$ cat config.mk
export PLATFORM = sky130hd
export DESIGN_NAME = audio_packet_parse_validate_flat
export DESIGN_NICKNAME = d
export VERILOG_FILES = /design/src/hdl/appv_pkg.sv /design/src/hdl/appv_channels.sv /design/src/hdl/appv_front.sv /design/src/hdl/appv_queue.sv /design/src/hdl/appv_back.sv /design/src/hdl/audio_packet_parse_validate.sv /design/src/flat_wrapper.sv
export SDC_FILE = /design/constraint.sdc
export NUM_CORES = 1
export LEC_CHECK = 0
export BUFFER_PORTS_ARGS = -buffer_cell sky130_fd_sc_hd__buf_2
export CAP_MARGIN = 10
export CORE_MARGIN = 1
export CORE_UTILIZATION = 50
export DETAILED_ROUTE_END_ITERATION = 12
export PLACE_DENSITY = 0.68
export SKIP_LAST_GASP = 1
export SYNTH_ARGS = -nofsm -noshare
export SYNTH_HDL_FRONTEND = slang
export SYNTH_SLANG_ARGS = --single-unit
$ cat constraint.sdc
create_clock -name clk_i -period 6.05 [get_ports clk_i]
set_input_delay 0.605 -clock clk_i [delete_from_list [all_inputs] [get_ports clk_i]]
set_output_delay 0.605 -clock clk_i [all_outputs]
set_load 0.05 [all_outputs]
$ cat src/hdl/appv_pkg.sv
package appv_pkg;

  // packet layout
  localparam int unsigned HdrBytes     = 9;
  localparam int unsigned HdrIdxW      = $clog2(HdrBytes);
  localparam int unsigned CntW         = 9;
  localparam int unsigned CountMax     = (1 << CntW) - 1;
  localparam int unsigned SumW         = 9;
  localparam int unsigned LenFirstIdx  = 7;
  localparam int unsigned LenSecondIdx = 8;

  // frames per packet, default for the top level parameter
  localparam int unsigned MaxFramesDef = 2;

  // queue between front and back
  localparam int unsigned QueueDepth = 2;

  // configuration port
  localparam int unsigned CfgIdxW  = 8;
  localparam int unsigned CfgDataW = 8;

  typedef enum logic [CfgIdxW-1:0] {
    CFG_MAGIC       = 8'd0,
    CFG_VERSION     = 8'd1,
    CFG_AUDIO_TYPE  = 8'd2,
    CFG_END_TYPE    = 8'd3,
    CFG_FLAG_MASK   = 8'd4,
    CFG_END_REASON  = 8'd5,
    CFG_MAX_PAYLOAD = 8'd6,
    CFG_MAX_PACKET  = 8'd7
  } cfg_idx_e;

  typedef struct packed {
    logic [7:0] magic;
    logic [7:0] version;
    logic [7:0] audio_type;
    logic [7:0] end_type;
    logic [7:0] flag_mask;
    logic [7:0] end_reason;
    logic [7:0] max_payload;
    logic [7:0] max_packet;
  } cfg_t;

  localparam cfg_t CfgReset = '{
    magic:       8'd0,
    version:     8'd0,
    audio_type:  8'd0,
    end_type:    8'd1,
    flag_mask:   8'd1,
    end_reason:  8'd1,
    max_payload: 8'd246,
    max_packet:  8'd255
  };

  // one finished packet as seen by the front part
  typedef struct packed {
    logic [HdrBytes-1:0][7:0] hdr;
    logic [CntW-1:0]          len;
    logic [SumW-1:0]          len_sum;
    logic                     overlen;
  } pkt_rec_t;

  // handshake between front part and queue
  typedef struct packed {
    logic push;
  } q_wr_ctl_t;

  typedef struct packed {
    logic full;
  } q_wr_sts_t;

endpackage

$ cat src/hdl/appv_channels.sv
interface appv_in_if;
  logic       valid;
  logic       ready;
  logic [7:0] rx_byte;
  logic       last_byte;

  modport source (output valid, output rx_byte, output last_byte, input ready);
  modport sink   (input valid, input rx_byte, input last_byte, output ready);
endinterface

interface appv_out_if;
  logic        valid;
  logic        ready;
  logic        status;
  logic        packet_kind;
  logic [15:0] seq_number;
  logic [7:0]  flag_bits;
  logic [1:0]  frames_in_packet;
  logic [7:0]  first_frame_length;
  logic [7:0]  second_frame_length;
  logic [15:0] session_number;
  logic [15:0] closing_sequence;
  logic [7:0]  end_reason;

  modport source (
    output valid, input ready,
    output status, output packet_kind, output seq_number, output flag_bits,
    output frames_in_packet, output first_frame_length, output second_frame_length,
    output session_number, output closing_sequence, output end_reason
  );
  modport sink (
    input valid, output ready,
    input status, input packet_kind, input seq_number, input flag_bits,
    input frames_in_packet, input first_frame_length, input second_frame_length,
    input session_number, input closing_sequence, input end_reason
  );
endinterface

interface appv_cfg_if;
  logic                         valid;
  logic                         ready;
  logic [appv_pkg::CfgIdxW-1:0]  index;
  logic [appv_pkg::CfgDataW-1:0] data;

  modport source (output valid, output index, output data, input ready);
  modport sink   (input valid, input index, input data, output ready);
endinterface

$ cat src/hdl/appv_front.sv
module appv_front (
  input  logic                clk_i,
  input  logic                rst_ni,
  appv_in_if.sink             rx_i,
  output appv_pkg::q_wr_ctl_t q_ctl_o,
  input  appv_pkg::q_wr_sts_t q_sts_i,
  output appv_pkg::pkt_rec_t  rec_o
);
  import appv_pkg::*;

  logic [CntW-1:0]          cnt_q, cnt_d;
  logic [HdrBytes-1:0][7:0] hdr_q, hdr_d;
  logic [SumW-1:0]          sum_q, sum_d;
  logic                     ovl_q, ovl_d;
  logic                     accept;
  logic                     in_hdr;
  logic                     is_len_byte;

  assign rx_i.ready = !q_sts_i.full;
  assign accept     = rx_i.valid && rx_i.ready;

  // header capture and running frame length sum
  assign in_hdr      = cnt_q < CntW'(HdrBytes);
  assign is_len_byte = (cnt_q == CntW'(LenFirstIdx)) || (cnt_q == CntW'(LenSecondIdx));

  always_comb begin
    hdr_d = hdr_q;
    if (in_hdr) begin
      hdr_d[cnt_q[HdrIdxW-1:0]] = rx_i.rx_byte;
    end
    sum_d = sum_q;
    if (in_hdr && is_len_byte) begin
      sum_d = sum_q + SumW'(rx_i.rx_byte);
    end
    // saturating count, overlength flag once the top is hit
    if (cnt_q == CntW'(CountMax)) begin
      cnt_d = cnt_q;
      ovl_d = 1'b1;
    end else begin
      cnt_d = cnt_q + 1'b1;
      ovl_d = ovl_q;
    end
  end

  // finished packet word for the queue
  assign q_ctl_o.push  = accept && rx_i.last_byte;
  assign rec_o.hdr     = hdr_d;
  assign rec_o.len     = cnt_d;
  assign rec_o.len_sum = sum_d;
  assign rec_o.overlen = ovl_d;

  // packet state, cleared after every last word
  always_ff @(posedge clk_i or negedge rst_ni) begin
    if (!rst_ni) begin
      cnt_q <= '0;
      hdr_q <= '0;
      sum_q <= '0;
      ovl_q <= 1'b0;
    end else if (accept) begin
      if (rx_i.last_byte) begin
        cnt_q <= '0;
        hdr_q <= '0;
        sum_q <= '0;
        ovl_q <= 1'b0;
      end else begin
        cnt_q <= cnt_d;
        hdr_q <= hdr_d;
        sum_q <= sum_d;
        ovl_q <= ovl_d;
      end
    end
  end

endmodule

$ cat src/hdl/appv_queue.sv
module appv_queue (
  input  logic                clk_i,
  input  logic                rst_ni,
  input  appv_pkg::q_wr_ctl_t wr_ctl_i,
  output appv_pkg::q_wr_sts_t wr_sts_o,
  input  appv_pkg::pkt_rec_t  wr_rec_i,
  input  logic                pop_i,
  output logic                empty_o,
  output appv_pkg::pkt_rec_t  rd_rec_o
);
  import appv_pkg::*;

  localparam int unsigned PtrW = (QueueDepth > 1) ? $clog2(QueueDepth) : 1;
  localparam int unsigned CntQW = $clog2(QueueDepth + 1);

  pkt_rec_t             mem_q [QueueDepth];
  logic [PtrW-1:0]      wr_ptr_q, rd_ptr_q;
  logic [CntQW-1:0]     cnt_q;
  logic                 do_push, do_pop;

  assign wr_sts_o.full = cnt_q == CntQW'(QueueDepth);
  assign empty_o       = cnt_q == '0;
  assign rd_rec_o      = mem_q[rd_ptr_q];
  assign do_push       = wr_ctl_i.push && !wr_sts_o.full;
  assign do_pop        = pop_i && !empty_o;

  function automatic logic [PtrW-1:0] ptr_inc(input logic [PtrW-1:0] p);
    if (p == PtrW'(QueueDepth - 1)) begin
      return '0;
    end
    return p + 1'b1;
  endfunction

  // storage, no reset needed
  always_ff @(posedge clk_i) begin
    if (do_push) begin
      mem_q[wr_ptr_q] <= wr_rec_i;
    end
  end

  // pointers and fill count
  always_ff @(posedge clk_i or negedge rst_ni) begin
    if (!rst_ni) begin
      wr_ptr_q <= '0;
      rd_ptr_q <= '0;
      cnt_q    <= '0;
    end else begin
      if (do_push) begin
        wr_ptr_q <= ptr_inc(wr_ptr_q);
      end
      if (do_pop) begin
        rd_ptr_q <= ptr_inc(rd_ptr_q);
      end
      if (do_push && !do_pop) begin
        cnt_q <= cnt_q + 1'b1;
      end else if (do_pop && !do_push) begin
        cnt_q <= cnt_q - 1'b1;
      end
    end
  end

endmodule

$ cat src/hdl/appv_back.sv
module appv_back #(
  parameter int unsigned MAX_FRAMES = appv_pkg::MaxFramesDef
) (
  input  logic               clk_i,
  input  logic               rst_ni,
  input  appv_pkg::cfg_t     cfg_i,
  input  logic               q_empty_i,
  input  appv_pkg::pkt_rec_t q_rec_i,
  output logic               q_pop_o,
  appv_out_if.source         res_o
);
  import appv_pkg::*;

  logic              out_valid_q;
  logic              load;
  logic [7:0]        h0, h1, h2, h3, h4, h5, h6, h7, h8;
  logic [CntW-1:0]   len;
  logic              len_ok_audio, hdr_ok_audio, frame_ok, audio_ok, end_ok;
  logic              is_audio, is_end;
  logic [7:0]        room;

  // pop when the output register is free or being drained
  assign load    = !q_empty_i && (!out_valid_q || res_o.ready);
  assign q_pop_o = load;

  assign h0  = q_rec_i.hdr[0];
  assign h1  = q_rec_i.hdr[1];
  assign h2  = q_rec_i.hdr[2];
  assign h3  = q_rec_i.hdr[3];
  assign h4  = q_rec_i.hdr[4];
  assign h5  = q_rec_i.hdr[5];
  assign h6  = q_rec_i.hdr[6];
  assign h7  = q_rec_i.hdr[7];
  assign h8  = q_rec_i.hdr[8];
  assign len = q_rec_i.len;

  // audio layout checks
  assign room = cfg_i.max_payload - h7;

  assign len_ok_audio = (len >= CntW'(HdrBytes)) && (len <= CntW'(cfg_i.max_packet))
                      && !q_rec_i.overlen;
  assign hdr_ok_audio = (h0 == cfg_i.magic) && (h1 == cfg_i.version)
                      && (h2 == cfg_i.audio_type) && ((h3 & ~cfg_i.flag_mask) == 8'd0);
  assign frame_ok = (h4 != 8'd0) && (h4 <= 8'(MAX_FRAMES))
                  && !((h4 == 8'd1) && (h8 != 8'd0))
                  && (h7 != 8'd0) && (h7 <= cfg_i.max_payload)
                  && !((h4 == 8'd2) && ((h8 == 8'd0) || (h8 > room)));
  assign audio_ok = len_ok_audio && hdr_ok_audio && frame_ok
                  && ((CntW + 1)'(len) == (CntW + 1)'(HdrBytes) + (CntW + 1)'(q_rec_i.len_sum));

  // end-of-session checks
  assign end_ok = (len == CntW'(HdrBytes)) && !q_rec_i.overlen
                && (h0 == cfg_i.magic) && (h1 == cfg_i.version)
                && (h2 == cfg_i.end_type) && (h3 == cfg_i.end_reason) && (h8 == 8'd0);

  // audio code wins when both type codes match
  assign is_audio = h2 == cfg_i.audio_type;
  assign is_end   = !is_audio && (h2 == cfg_i.end_type);

  assign res_o.valid = out_valid_q;

  always_ff @(posedge clk_i or negedge rst_ni) begin
    if (!rst_ni) begin
      out_valid_q <= 1'b0;
    end else if (load) begin
      out_valid_q <= 1'b1;
    end else if (res_o.ready) begin
      out_valid_q <= 1'b0;
    end
  end

  // verdict and decoded fields
  always_ff @(posedge clk_i) begin
    if (load) begin
      res_o.status              <= 1'b1;
      res_o.packet_kind         <= 1'b0;
      res_o.seq_number          <= '0;
      res_o.flag_bits           <= '0;
      res_o.frames_in_packet    <= '0;
      res_o.first_frame_length  <= '0;
      res_o.second_frame_length <= '0;
      res_o.session_number      <= '0;
      res_o.closing_sequence    <= '0;
      res_o.end_reason          <= '0;
      if (is_audio && audio_ok) begin
        res_o.status              <= 1'b0;
        res_o.seq_number          <= {h6, h5};
        res_o.flag_bits           <= h3;
        res_o.frames_in_packet    <= h4[1:0];
        res_o.first_frame_length  <= h7;
        res_o.second_frame_length <= h8;
      end else if (is_end && end_ok) begin
        res_o.status           <= 1'b0;
        res_o.packet_kind      <= 1'b1;
        res_o.session_number   <= {h5, h4};
        res_o.closing_sequence <= {h7, h6};
        res_o.end_reason       <= h3;
      end
    end
  end

endmodule

$ cat src/hdl/audio_packet_parse_validate.sv
// Audio packet parser and validator. Packet words (one byte each, the final one
// marked by last_byte) are taken at one per clock with no gaps required between
// packets. The front part keeps the nine header bytes, a saturating byte count
// and the frame length sum; on the last word it hands the packet summary to a
// two-entry queue. The back part checks the summary against the audio or the
// end-of-session layout and registers one verdict per packet, taken from the
// queue head. The only stall source is the result side: once the output
// register and the queue are both full, ready drops. Payload bytes are
// counted and dropped. Configuration writes are always ready; writes to an
// index past the last register are ignored.
module audio_packet_parse_validate #(
  parameter int unsigned MAX_FRAMES = appv_pkg::MaxFramesDef
) (
  input  logic        clk_i,
  input  logic        rst_ni,
  appv_in_if.sink     rx_i,
  appv_out_if.source  res_o,
  appv_cfg_if.sink    cfg_i
);
  import appv_pkg::*;

  cfg_t      cfg_q;
  q_wr_ctl_t q_ctl;
  q_wr_sts_t q_sts;
  pkt_rec_t  wr_rec, rd_rec;
  logic      q_empty, q_pop;

  // configuration registers
  assign cfg_i.ready = 1'b1;

  always_ff @(posedge clk_i or negedge rst_ni) begin
    if (!rst_ni) begin
      cfg_q <= CfgReset;
    end else if (cfg_i.valid && cfg_i.ready) begin
      unique case (cfg_i.index)
        CFG_MAGIC:       cfg_q.magic       <= cfg_i.data;
        CFG_VERSION:     cfg_q.version     <= cfg_i.data;
        CFG_AUDIO_TYPE:  cfg_q.audio_type  <= cfg_i.data;
        CFG_END_TYPE:    cfg_q.end_type    <= cfg_i.data;
        CFG_FLAG_MASK:   cfg_q.flag_mask   <= cfg_i.data;
        CFG_END_REASON:  cfg_q.end_reason  <= cfg_i.data;
        CFG_MAX_PAYLOAD: cfg_q.max_payload <= cfg_i.data;
        CFG_MAX_PACKET:  cfg_q.max_packet  <= cfg_i.data;
        default: ;
      endcase
    end
  end

  appv_front u_front (
    .clk_i   (clk_i),
    .rst_ni  (rst_ni),
    .rx_i    (rx_i),
    .q_ctl_o (q_ctl),
    .q_sts_i (q_sts),
    .rec_o   (wr_rec)
  );

  appv_queue u_queue (
    .clk_i    (clk_i),
    .rst_ni   (rst_ni),
    .wr_ctl_i (q_ctl),
    .wr_sts_o (q_sts),
    .wr_rec_i (wr_rec),
    .pop_i    (q_pop),
    .empty_o  (q_empty),
    .rd_rec_o (rd_rec)
  );

  appv_back #(
    .MAX_FRAMES (MAX_FRAMES)
  ) u_back (
    .clk_i     (clk_i),
    .rst_ni    (rst_ni),
    .cfg_i     (cfg_q),
    .q_empty_i (q_empty),
    .q_rec_i   (rd_rec),
    .q_pop_o   (q_pop),
    .res_o     (res_o)
  );

endmodule
$ cat src/flat_wrapper.sv
// flat-port wrapper written by rule: the top's interface ports become plain ports
module audio_packet_parse_validate_flat import appv_pkg::*;
#(
  parameter int unsigned MAX_FRAMES = appv_pkg::MaxFramesDef
)
  (clk_i, rst_ni, rx_i_valid, rx_i_rx_byte, rx_i_last_byte, rx_i_ready, res_o_valid, res_o_ready, res_o_status, res_o_packet_kind, res_o_seq_number, res_o_flag_bits, res_o_frames_in_packet, res_o_first_frame_length, res_o_second_frame_length, res_o_session_number, res_o_closing_sequence, res_o_end_reason, cfg_i_valid, cfg_i_index, cfg_i_data, cfg_i_ready);
  appv_in_if rx_i_i ();
  appv_out_if res_o_i ();
  appv_cfg_if cfg_i_i ();
  input  logic clk_i;
  input  logic rst_ni;
  input wire logic [$bits(rx_i_i.valid)-1:0] rx_i_valid;
  input wire logic [$bits(rx_i_i.rx_byte)-1:0] rx_i_rx_byte;
  input wire logic [$bits(rx_i_i.last_byte)-1:0] rx_i_last_byte;
  output wire logic [$bits(rx_i_i.ready)-1:0] rx_i_ready;
  output wire logic [$bits(res_o_i.valid)-1:0] res_o_valid;
  input wire logic [$bits(res_o_i.ready)-1:0] res_o_ready;
  output wire logic [$bits(res_o_i.status)-1:0] res_o_status;
  output wire logic [$bits(res_o_i.packet_kind)-1:0] res_o_packet_kind;
  output wire logic [$bits(res_o_i.seq_number)-1:0] res_o_seq_number;
  output wire logic [$bits(res_o_i.flag_bits)-1:0] res_o_flag_bits;
  output wire logic [$bits(res_o_i.frames_in_packet)-1:0] res_o_frames_in_packet;
  output wire logic [$bits(res_o_i.first_frame_length)-1:0] res_o_first_frame_length;
  output wire logic [$bits(res_o_i.second_frame_length)-1:0] res_o_second_frame_length;
  output wire logic [$bits(res_o_i.session_number)-1:0] res_o_session_number;
  output wire logic [$bits(res_o_i.closing_sequence)-1:0] res_o_closing_sequence;
  output wire logic [$bits(res_o_i.end_reason)-1:0] res_o_end_reason;
  input wire logic [$bits(cfg_i_i.valid)-1:0] cfg_i_valid;
  input wire logic [$bits(cfg_i_i.index)-1:0] cfg_i_index;
  input wire logic [$bits(cfg_i_i.data)-1:0] cfg_i_data;
  output wire logic [$bits(cfg_i_i.ready)-1:0] cfg_i_ready;
  assign rx_i_i.valid = rx_i_valid;
  assign rx_i_i.rx_byte = rx_i_rx_byte;
  assign rx_i_i.last_byte = rx_i_last_byte;
  assign rx_i_ready = rx_i_i.ready;
  assign res_o_valid = res_o_i.valid;
  assign res_o_i.ready = res_o_ready;
  assign res_o_status = res_o_i.status;
  assign res_o_packet_kind = res_o_i.packet_kind;
  assign res_o_seq_number = res_o_i.seq_number;
  assign res_o_flag_bits = res_o_i.flag_bits;
  assign res_o_frames_in_packet = res_o_i.frames_in_packet;
  assign res_o_first_frame_length = res_o_i.first_frame_length;
  assign res_o_second_frame_length = res_o_i.second_frame_length;
  assign res_o_session_number = res_o_i.session_number;
  assign res_o_closing_sequence = res_o_i.closing_sequence;
  assign res_o_end_reason = res_o_i.end_reason;
  assign cfg_i_i.valid = cfg_i_valid;
  assign cfg_i_i.index = cfg_i_index;
  assign cfg_i_i.data = cfg_i_data;
  assign cfg_i_ready = cfg_i_i.ready;
  audio_packet_parse_validate #(.MAX_FRAMES(MAX_FRAMES)) u_core (.clk_i(clk_i), .rst_ni(rst_ni), .rx_i(rx_i_i), .res_o(res_o_i), .cfg_i(cfg_i_i));
endmodule
==> metrics <==
dpl cells 1872; total power 9.75 mW; sequential cell area between 10000 and 15000 um2; utilization after layout 0.583; Hold WC Path Type input pin to async pin; pwr dens 453 nW/um2; Max Slew Vio Count 0; worst path cell trace mux2i_1 > ha_1 > a21oi_1 > o21ai_0 > a21o_1 > a21oi_1 > o21ai_0 > xnor2_1 > ha_1 > a21oi_1 > o21ai_0 > o22a_1 > o21ai_0 > o2111ai_4 > buf_4 > o21a_1; nets 1485; vias post-DR about 11000; Post-Route WL 41.7 mm; Clock power frac 0.284; most used cell, CP o21ai_0; Synth Net Count 1359; I/O Pins 117; unrepaired setup endpoints after global routing no; CTS tree yes; Seq/Total Area, Yosys 0.635; Worst path slowest cell dfrtp_4; Netlist cell types 64; busiest grt layer met2; area grow syn2layout 13.8%; R2R depth 16; first-pass GRT wire length 64.0 mm; CTS clk-pin slew, worst paths 0.06 ns; Tightest Pin Transition 1.15 ns; Die Area 38600 um2; fin crit share 0.734; # diodes 0; H-tree levels 2; status completed; Post-CTS Hold Fix Bufs 0; worst r2r src u_core.u_queue.rd_ptr_q; crit path time final ~4.4 ns; Critical Path Source u_core.u_queue.rd_ptr_q; Sequential Power Share 0.409; commonest non-fill, non-tap cells in the layout edfxtp_1, mux2_2, dfrtp_1, buf_2, a22o_1; vias in the first global route 11100; commonest non-fill, non-tap cell in the layout edfxtp_1; Setup TNS 0 ns; Ys Warns 0; CP Max Fanout 43; cts repair resizes 0; Final HPWL DP between 20 and 30 mm; switching share of power 0.345; global placer's final weighted congestion 0.856; # rows 70; Post-Route Skew 0.00892 ns; share of power burned in combinational logic 0.307; Max transition margin 0.233; Net Switching 3.36 mW; Remaining DRCs 0; CTS buffer count between 40 and 50; Final setup viols 0; Int Power 6.38 mW; area of the multi-input gates about 6600 um2; Avg Cell Area, Syn 14.7 um2; met3 Track Usage GR 0.0282; Place WS 1.64 ns; crit path launch type flip-flop; Detail Route Antenna Nets 0; layout cells sized above 1 0.297; Post-synth EDFFs 266; endpoint kind of the worst setup timing path flip-flop; clk root buf clkbuf_16; Congestion Overflow GR 0; Port Buffers 115; Netlist Area Pre-Place ~19000 um2; initial antenna violation count 0; critical path class flip-flop to flip-flop; top_reg_cell synth edfxtp_1; Pleak 8.76 nW; Pre-Repair DR Iteration Count 6; Die H 197 um; Reg2Reg Capture Point u_core.u_back.res_o.status; grt met2 use 0.351; initial drt markers approximately 800; worst skew pair latency 0.54 ns; max-cap violation count 0; largest net degree at the start of global routing 60; final worst slack 1.61 ns; Max VDD drop 197 uV; crit-path max cell delay around 0.52 ns; core area 37000 um2; critical path arrival 4.73 ns; met1 Resource Use GR 0.311; chip width 197 um; fillcell total 2949; Max Freq 0.225 GHz; CTS sink cnt 426; clk buf depth 3; Initial Utilization 0.512; CP required 6.34 ns; final hold vios 0; WL per Instance between 20 and 25 um; setup slack, reg-to-reg 1.61 ns; Vias/cell between 5 and 6; Post-synth ARST share 0.376; post-synthesis register bit count around 430; Post-CTS Setup Bufs 0; worst setup path endpoint u_core.u_back.res_o.status; Post-Layout Cell Count 1953; gr usage total 0.218; Synth Instances 1289
layer usage:
| metal | vias to the layer above | routed length [um] |
|---|---|---|
| li1 | 5123 | - |
| met1 | 5682 | 18900 |
| met2 | 274 | 19800 |
| met3 | 58 | 1940 |
| met4 | 0 | 997 |
| met5 | - | 0 |
per-stage QoR:
step	hold slack [ns]	cell area, um2
finish	0.0442	21500
global route	0.0570	21500
CTS	0.0492	21500
detailed placement	0.485	20000
global placement	0.468	20000
floorplan	0.309	18900
registers in the layout, summed over array words and instances (netlist names), 8 cells and up:
name,flops
u_core.u_back.res_o.first_frame_length,8
u_core.u_back.res_o.second_frame_length,8
u_core.u_back.res_o.flag_bits,8
u_core.u_front.cnt_q,9
u_core.u_back.res_o.closing_sequence,16
u_core.u_back.res_o.session_number,16
u_core.u_back.res_o.seq_number,16
u_core.u_front.hdr_q,72
u_core.u_queue.mem_q,182
u_core.cfg_q,64
u_core.u_front.sum_q,9
u_core.u_back.res_o.end_reason,8
synth_stat cells (all sizes together), types with 3 or more instances:
cell type / n / area, um2
nand2: 45 / 169
nor2b: 7 / 43.8
nor3: 47 / 420
o21a: 4 / 30.0
inv: 27 / 101
o22ai: 6 / 37.5
nand4: 13 / 81.3
nor2: 66 / 248
a2111oi: 4 / 53.8
or3: 4 / 30.0
a22oi: 3 / 22.5
o211ai: 3 / 22.5
clkbuf: 30 / 113
xnor2: 46 / 403
nand2b: 7 / 43.8
dfrtp: 143 / 3580
a31oi: 4 / 25.0
mux2: 151 / 1700
dfstp: 17 / 447
a21oi: 35 / 175
buf: 24 / 150
mux2i: 73 / 751
a22o: 80 / 701
nor4: 19 / 131
edfxtp: 266 / 7990
or4: 4 / 30.0
o21ai: 31 / 155
a21o: 6 / 45.0
o31ai: 3 / 22.5
ha: 38 / 475
xor2: 33 / 289
nor3b: 9 / 82.6
nand3: 10 / 50.1
kinds of logic after synthesis:
logic type               count (synthesis)  share of synthesized area
other                                    1                   0.000198
flip-flops                             426                      0.635
XOR/XNOR                                79                     0.0366
adder cells (fa/ha/maj)                 40                     0.0272
AND/OR/NAND/NOR                        244                     0.0763
AO/OA/AOI/OAI                          194                     0.0760
buffers and inverters                   81                     0.0192
multiplexers                           224                      0.130
worst max-delay path: cells and delay by family, from the launching register on:
family	cells	cell delay [ns]
compound gates	11	1.96
xor+xnor	1	0.14
fa+ha+maj	2	0.65
buf+inv	1	0.37
flops	1	0.52
mux	1	0.52
layout make-up:
type	instances	share of cell area
clock buffers	52	0.0558
flip-flops and latches	426	0.558
well taps	504	0.0293
inverters	27	0.00477
multi-input cells	782	0.305
repair buffers	134	0.0336
clock inverters	28	0.0134
worst min path at each step:
stage                                   from                       end  depth (start not counted)
floorplan                             rst_ni          u_core.cfg_q[11]                          0
global placement        u_core.u_front.ovl_q      u_core.u_front.ovl_q                          2
detailed placement  u_core.u_front.hdr_q[16]  u_core.u_front.hdr_q[16]                          1
CTS                                   rst_ni          u_core.cfg_q[37]                          1
global route                          rst_ni          u_core.cfg_q[37]                          1
finish                                rst_ni          u_core.cfg_q[37]                          1
power groups by stage:
stage | combinational, mW | clock, mW | sequential [mW]
global placement | 2.95 | 0 | 4.03
finish | 2.99 | 2.77 | 3.99
CTS | 3.01 | 2.81 | 3.99
detailed placement | 2.99 | 0 | 4.04
global route | 3.21 | 2.92 | 4.04
floorplan | 1.65 | 0 | 4.64
Note: power is estimated with default switching activity, not from simulation.
